$ cat src/design/fsn_pkg.sv
// Package for the flow shop scheduler: sizes, types and controller codes.
package fsn_pkg;
	localparam int MaxJobs = 32;
	localparam int MaxMachines = 20;
	localparam int JobW = $clog2(MaxJobs);
	localparam int MachW = $clog2(MaxMachines);
	localparam int StoreDepth = MaxJobs * MaxMachines;
	localparam int AddrW = $clog2(StoreDepth);
	localparam int PosW = AddrW + 1;
	localparam int TimeW = 10;
	localparam int TotW = 15;
	localparam int SpanW = 16;
	localparam int JcW = 6;
	localparam int McW = 5;
	localparam int CntW = JobW + 1;

	localparam logic [0:0] RegJobCount = 1'd0;
	localparam logic [0:0] RegMachCount = 1'd1;

	typedef enum logic [3:0] {
		ST_LOAD,
		ST_TOT_RD,
		ST_TOT_ACC,
		ST_SORT,
		ST_SORT_CMP,
		ST_TRY_INIT,
		ST_TRY_RD,
		ST_TRY_ACC,
		ST_TRY_DONE,
		ST_INSERT,
		ST_EMIT
	} state_t;

	// controller to datapath
	typedef struct packed {
		logic store_wr;
		logic clr_tot;
		logic tot_acc;
		logic tot_wr;
		logic row_clr;
		logic row_step;
		logic trial_best;
		logic ins_shift;
		logic ins_place;
		logic sort_shift;
		logic sort_place;
		logic [JobW-1:0] job;
		logic [MachW-1:0] mach;
		logic [CntW-1:0] pos;
		logic [CntW-1:0] k;
		logic [CntW-1:0] tpos;
		logic [CntW-1:0] slot;
	} cmd_t;

	// datapath to controller
	typedef struct packed {
		logic sort_less;
		logic best_better;
		logic [CntW-1:0] best_pos;
	} stat_t;

	function automatic logic [SpanW-1:0] sat_add(input logic [SpanW-1:0] a,
			input logic [TimeW-1:0] b);
		logic [SpanW:0] s;
		s = {1'b0, a} + {{(SpanW+1-TimeW){1'b0}}, b};
		sat_add = s[SpanW] ? {SpanW{1'b1}} : s[SpanW-1:0];
	endfunction
endpackage

$ cat src/design/fsn_ctrl.sv
// Controller: load, totals, sort, insertion trials and emit sequencing.
module fsn_ctrl (
	input  logic                      clk,
	input  logic                      arst_n,
	input  logic                      in_valid,
	input  logic                      in_last,
	output logic                      in_ready,
	output logic                      out_valid,
	input  logic                      out_ready,
	output logic                      out_last,
	input  logic [fsn_pkg::JcW-1:0]   jc_raw,
	input  logic [fsn_pkg::McW-1:0]   mc_raw,
	input  fsn_pkg::stat_t            stat,
	input  logic [fsn_pkg::JobW-1:0]  trial_job,
	output fsn_pkg::cmd_t             cmd,
	output logic [fsn_pkg::AddrW-1:0] wr_addr,
	output logic [fsn_pkg::AddrW-1:0] rd_addr,
	output logic                      rd_zero,
	output logic [fsn_pkg::MachW-1:0] mach_last
);
	import fsn_pkg::*;

	state_t state_q, state_d;
	logic [PosW-1:0] load_q, load_d;
	logic [CntW-1:0] i_q, i_d, k_q, k_d, p_q, p_d, t_q, t_d, s_q, s_d;
	logic [MachW-1:0] m_q, m_d;
	logic [CntW-1:0] n;
	logic [MachW:0]  mc;
	logic [PosW-1:0] full;
	logic [JobW-1:0] rjob;
	logic [PosW-1:0] idx;

	// clamp registers
	always_comb begin
		if (jc_raw == '0) n = CntW'(1);
		else if (jc_raw > JcW'(MaxJobs)) n = CntW'(MaxJobs);
		else n = CntW'(jc_raw);
		if (mc_raw == '0) mc = (MachW+1)'(1);
		else if (mc_raw > McW'(MaxMachines)) mc = (MachW+1)'(MaxMachines);
		else mc = (MachW+1)'(mc_raw);
	end
	assign mach_last = MachW'(mc - 1'b1);
	assign full = PosW'(n) * PosW'(mc);
	assign wr_addr = load_q[AddrW-1:0];

	// read address: job under consideration times machines plus machine
	assign rjob = (state_q == ST_TOT_RD) ? i_q[JobW-1:0] : trial_job;
	assign idx = PosW'(rjob) * PosW'(mc) + PosW'(m_q);
	assign rd_addr = idx[AddrW-1:0];
	assign rd_zero = idx >= load_q;

	always_ff @(posedge clk or negedge arst_n) begin
		if (!arst_n) begin
			state_q <= ST_LOAD;
			load_q <= '0;
			i_q <= '0; k_q <= '0; p_q <= '0; t_q <= '0; s_q <= '0; m_q <= '0;
		end else begin
			state_q <= state_d;
			load_q <= load_d;
			i_q <= i_d; k_q <= k_d; p_q <= p_d; t_q <= t_d; s_q <= s_d; m_q <= m_d;
		end
	end

	always_comb begin
		state_d = state_q;
		load_d = load_q;
		i_d = i_q; k_d = k_q; p_d = p_q; t_d = t_q; s_d = s_q; m_d = m_q;
		cmd = '0;
		in_ready = 1'b0;
		out_valid = 1'b0;
		out_last = 1'b0;
		case (state_q)
			ST_LOAD: begin
				in_ready = 1'b1;
				if (in_valid) begin
					if (load_q < full) begin
						cmd.store_wr = 1'b1;
						load_d = load_q + 1'b1;
					end
					if (in_last) begin
						state_d = ST_TOT_RD;
						i_d = '0; m_d = '0;
					end
				end
			end
			// one read per machine; the data lands next cycle, in ST_TOT_ACC
			ST_TOT_RD: begin
				if (m_q == '0) cmd.clr_tot = 1'b1;
				state_d = ST_TOT_ACC;
			end
			ST_TOT_ACC: begin
				cmd.job = i_q[JobW-1:0];
				if (m_q == mach_last) begin
					cmd.tot_wr = 1'b1;
					m_d = '0;
					if (i_q + 1'b1 == n) begin
						state_d = ST_SORT;
						i_d = '0; s_d = '0;
					end else begin
						i_d = i_q + 1'b1;
						state_d = ST_TOT_RD;
					end
				end else begin
					cmd.tot_acc = 1'b1;
					m_d = m_q + 1'b1;
					state_d = ST_TOT_RD;
				end
			end
			ST_SORT: begin
				s_d = i_q;
				state_d = ST_SORT_CMP;
			end
			ST_SORT_CMP: begin
				cmd.job = i_q[JobW-1:0];
				cmd.slot = s_q;
				if (s_q != '0 && stat.sort_less) begin
					cmd.sort_shift = 1'b1;
					s_d = s_q - 1'b1;
				end else begin
					cmd.sort_place = 1'b1;
					if (i_q + 1'b1 == n) begin
						// seed sequence with first sorted job by a direct insert at k=0
						k_d = '0; t_d = '0;
						state_d = ST_INSERT;
						s_d = '0;
					end else begin
						i_d = i_q + 1'b1;
						state_d = ST_SORT;
					end
				end
			end
			ST_TRY_INIT: begin
				cmd.row_clr = 1'b1;
				p_d = '0; m_d = '0;
				state_d = ST_TRY_RD;
			end
			ST_TRY_RD: begin
				cmd.pos = p_q; cmd.tpos = t_q; cmd.k = k_q;
				state_d = ST_TRY_ACC;
			end
			ST_TRY_ACC: begin
				cmd.pos = p_q; cmd.tpos = t_q; cmd.k = k_q;
				cmd.mach = m_q;
				cmd.row_step = 1'b1;
				state_d = ST_TRY_RD;
				if (m_q == mach_last) begin
					m_d = '0;
					if (p_q == k_q) state_d = ST_TRY_DONE;
					else p_d = p_q + 1'b1;
				end else begin
					m_d = m_q + 1'b1;
				end
			end
			ST_TRY_DONE: begin
				cmd.tpos = t_q; cmd.k = k_q;
				if (k_q == n) begin
					state_d = ST_EMIT;
					i_d = '0;
				end else begin
					cmd.trial_best = 1'b1;
					if (t_q == k_q) begin
						state_d = ST_INSERT;
						s_d = k_q;
					end else begin
						t_d = t_q + 1'b1;
						state_d = ST_TRY_INIT;
					end
				end
			end
			// shift sequence up to best position, then place candidate
			ST_INSERT: begin
				cmd.k = k_q;
				cmd.slot = s_q;
				if (s_q > stat.best_pos && k_q != '0) begin
					cmd.ins_shift = 1'b1;
					s_d = s_q - 1'b1;
				end else begin
					cmd.ins_place = 1'b1;
					t_d = '0;
					k_d = k_q + 1'b1;
					state_d = ST_TRY_INIT;
				end
			end
			ST_EMIT: begin
				cmd.pos = i_q;
				cmd.tpos = {CntW{1'b1}};
				out_valid = 1'b1;
				out_last = (i_q + 1'b1 == n);
				if (out_ready) begin
					if (out_last) begin
						state_d = ST_LOAD;
						load_d = '0;
					end else begin
						i_d = i_q + 1'b1;
					end
				end
			end
			default: state_d = ST_LOAD;
		endcase
		// the final pass with k equal to n schedules the whole sequence
		if (state_q == ST_TRY_INIT || state_q == ST_TRY_RD || state_q == ST_TRY_ACC) begin
			if (k_q == n) cmd.tpos = {CntW{1'b1}};
		end
		if (state_q == ST_TRY_ACC && k_q == n && m_q == mach_last && p_q == k_q - 1'b1) begin
			state_d = ST_TRY_DONE;
		end
	end
endmodule

$ cat config.mk
export PLATFORM = sky130hd
export DESIGN_NAME = fsn_ctrl
export DESIGN_NICKNAME = d
export VERILOG_FILES = /design/src/design/fsn_pkg.sv /design/src/design/fsn_ctrl.sv
export SDC_FILE = /design/constraint.sdc
export NUM_CORES = 1
export LEC_CHECK = 0
export BUFFER_PORTS_ARGS = -buffer_cell sky130_fd_sc_hd__buf_2
export CAP_MARGIN = 20
export CORE_MARGIN = 8
export CORE_UTILIZATION = 30
export DETAILED_ROUTE_END_ITERATION = 16
export PLACE_DENSITY = 0.52
export SYNTH_ARGS = -nofsm -noshare
export SYNTH_HDL_FRONTEND = slang
export SYNTH_SLANG_ARGS = --single-unit
$ cat constraint.sdc
create_clock -name clk -period 18.07 [get_ports clk]
set_clock_uncertainty 0.05 [all_clocks]
set_input_delay 1.807 -clock clk [delete_from_list [all_inputs] [get_ports clk]]
set_output_delay 1.807 -clock clk [all_outputs]
set_load 0.02 [all_outputs]
==> flow_summary.json <==
{
  "outcome": "complete, no violations",
  "place_hpwl_mm": 17.9,
  "io_buffers": 101,
  "synth_edf_count": 0,
  "overflow": 0,
  "fin_nets": 1078,
  "final_hold_viol_count": 0,
  "cts_buffer_depth": 2,
  "postRouteAntennaNets": 0,
  "area_delta_synth_final_pct": 12.5,
  "report.power.total_uw": 936,
  "fill_cells": 2588,
  "fin_util": 0.340,
  "postCtsResizedCells": 0,
  "cp-start-kind": "primary input",
  "grt_pass1_vias": 6472,
  "drive_above_1_share": 0.149,
  "async_flop_share": 1.00,
  "grt_max_degree": 51,
  "crit_family": "adder cells",
  "path_buf_inv": 3,
  "final.setup.tns_ps": 0,
  "min_period_over_period": 0.528,
  "avgSynthCellArea_um2": 8.02,
  "finalInstanceArea_mm2": 0.00792,
  "ios": 103,
  "max_stage_delay_ps": 560,
  "criticalPathCategory": "primary input to output port",
  "initial_utilization": 0.302,
  "peakVddDrop_mv": 0.0931,
  "cp.required_ps": 16210,
  "gp_congestion": 0.879,
  "crit_arrival_ps": 7690,
  "drt_iter0_markers": 362,
  "firstDrtPassIters": 5,
  "antenna_cells": 0,
  "p_leak_uw": 0.00396,
  "cap_violations": 0,
  "synth_seq_cells": 50,
  "ys_seq_area_frac": 0.178,
  "clock-sinks": 50,
  "min_period_ps": 9550,
  "row_count": 56,
  "grt_antenna_before_repair": 1,
  "finalMaxSlewViolations": 0,
  "clock_latency_ps": 310,
  "power.density_mw_per_mm2": 118,
  "drc_errors": 0,
  "hold_buffers": 0,
  "synth_fp_nets": 1011,
  "dieHeight_um": 169,
  "dp.cells": 1255,
  "grt_pass1_wl_mm": 35.8,
  "path_cells": "buf_2, nor4_4, o21bai_1, or2_2, fa_1, fa_1, fa_1, inv_1, ha_1, a21oi_1, nor2_1, nor2_1, o21bai_1, a21oi_1, o21ai_0, xor2_1, ha_1, and4_1, a311oi_1, o221ai_1, nor2_2, buf_2",
  "cp_slowest_cell": "fa_1",
  "clkSlewWorstSetupHoldPaths_ps": 70,
  "syn_inst": 877,
  "worstMarginPinSlew_ps": 1100,
  "placedInstanceArea_mm2": 0.00773,
  "cts_tree": "yes",
  "synth_cell_types": 83,
  "grt_usage": 0.156,
  "worst_hold_path_type": "flop to flop",
  "cts_max_level": 2,
  "root_buffer": "clkbuf_16",
  "setup_violations": 0,
  "crit_path_end_kind": "output port",
  "fmax_ghz": 0.105,
  "ys_warn_count": 0,
  "die_area_mm2": 0.0286,
  "syn_area_mm2": 0.00704,
  "final_cells": 1264,
  "slew_headroom": 0.264,
  "worstPathMaxFanout": 14,
  "cts_buffers": 5,
  "fp.coreArea_mm2": 0.0233,
  "vias": 6564,
  "vias_per_cell": 5.19,
  "crit_top_cell": "fa_1",
  "rsz0062_at_grt": "no",
  "wl_per_cell_um": 17.8,
  "cts_setup_buffers": 0,
  "dieWidth_um": 169,
  "yosys_most_used_dff": "dfrtp_1",
  "routed_wl_mm": 22.5
}
-- layout make-up --
type                    count  area, um^2  share of cell area
clock inverters             2        38.8             0.00490
well taps                 319         399              0.0504
multi-input cells         692        5210               0.658
repair buffers            106         543              0.0686
inverters                  89         334              0.0422
flip-flops and latches     50        1250               0.158
clock buffers               6         139              0.0175
-- registers in the layout, summed over array words and instances, names as in the netlist --
signal	count
k_q	6
i_q	6
t_q	6
p_q	6
m_q	5
state_q	4
s_q	6
load_q	11
-- worst reg2reg max path: cells and delay by family, from the launching register on --
family	cells	cell delay [ps]
DFF	1	790
AOI/OAI and AO/OA	2	510
muxes	1	230
and+or+nand+nor	3	1840
-- synthesized netlist by cell type, types with 8 or more instances --
master     n  area share
a22o_1    15       0.019
a21oi_1   50       0.036
nand3_1   20       0.014
o21ai_0   29       0.021
nand2b_1  20       0.018
o211ai_1   9      0.0096
nor2_1    82       0.044
a31oi_1   12       0.011
a21o_1    27       0.029
xnor2_1   21       0.026
nor2b_1   16       0.014
buf_2     14       0.010
ha_1      79        0.14
nand4_1    8      0.0071
inv_1     86       0.046
o31ai_1   10       0.011
nand2_1   61       0.033
o21a_1     9      0.0096
xor2_1    23       0.029
and2_1    18       0.016
dfrtp_1   50        0.18
clkbuf_1  15      0.0080
o22ai_1    9      0.0080
fa_1      26       0.074
buf_4     12       0.013
and3_1    10      0.0089
nor3_1    19       0.014
mux2i_1    9       0.013
-- worst paths after layout --
path | slack, ps | from | cells after the start | endpoint
hold / removal | 510 | load_q[4]$_DFFE_PN0P_ | 1 | load_q[4]$_DFFE_PN0P_
min in group asynchronous | 1570 | arst_n | 2 | k_q[3]$_DFFE_PN0P_
setup reg to reg | 14600 | state_q[2]$_DFFE_PN0P_ | 6 | i_q[0]$_DFFE_PN0P_
hold reg to reg | 510 | load_q[4]$_DFFE_PN0P_ | 1 | load_q[4]$_DFFE_PN0P_
setup / recovery | 8520 | jc_raw[1] | 22 | cmd[44]
max in group asynchronous | 15940 | arst_n | 2 | m_q[1]$_DFFE_PN0P_
-- routing by layer --
layer / track usage / vias to the layer above / wire [um]
li1: - / 3230 / -
met1: 0.201 / 3142 / 10200
met2: 0.262 / 159 / 10600
met3: 0.0277 / 31 / 1130
met4: 0.0469 / 2 / 516
met5: 0 / - / 10
-- through the flow --
stage / setup WS (ps) / hold WS, ps
after floorplan: 9390 / 449
after global placement: 8510 / 499
after detailed placement: 8510 / 501
after CTS: 8490 / 512
after global routing: 8200 / 549
final: 8520 / 506
-- report_power, final --
part	internal [uW]	leakage, uW	switching, uW	total, uW
Combinational	237	0.00321	372	609
Clock	69.9	0.0000875	50.6	121
Sequential	135	0.000661	70.9	206
-- cells by family after synthesis --
kind of cell / Yosys count / synth area share
xor+xnor: 44 / 0.0548
fa+ha+maj: 105 / 0.214
buf+inv: 135 / 0.0813
mux: 14 / 0.0208
simple gates: 304 / 0.226
flops: 50 / 0.178
compound gates: 225 / 0.225
-- placed cells by master, fill, tap and decap left out, types with 4 or more instances in the layout --
cell type and n:
nand2b_1 20, buf_4 5, or4_1 5, or3_1 6, dfrtp_1 50, o211ai_1 9
nand4_1 8, and2_1 18, a22o_1 15, xnor2_1 21, a21oi_1 50, o21ai_0 29
o21bai_1 5, nand2_1 61, nor3_1 19, o21a_1 9, a31oi_1 12, inv_1 86
buf_2 101, nand4b_1 4, xor2_1 23, clkbuf_16 5, or2_2 6, fa_1 26
o31ai_1 10, and3_1 10, o221ai_1 4, mux2_2 5, a41oi_1 4, nor2b_1 16
o22ai_1 9, mux2i_1 9, a32oi_1 5, ha_1 79, a211oi_1 5, a21o_1 27
nand3_1 20, nor2_1 82
No activity file was read; power rests on OpenSTA's default activity.
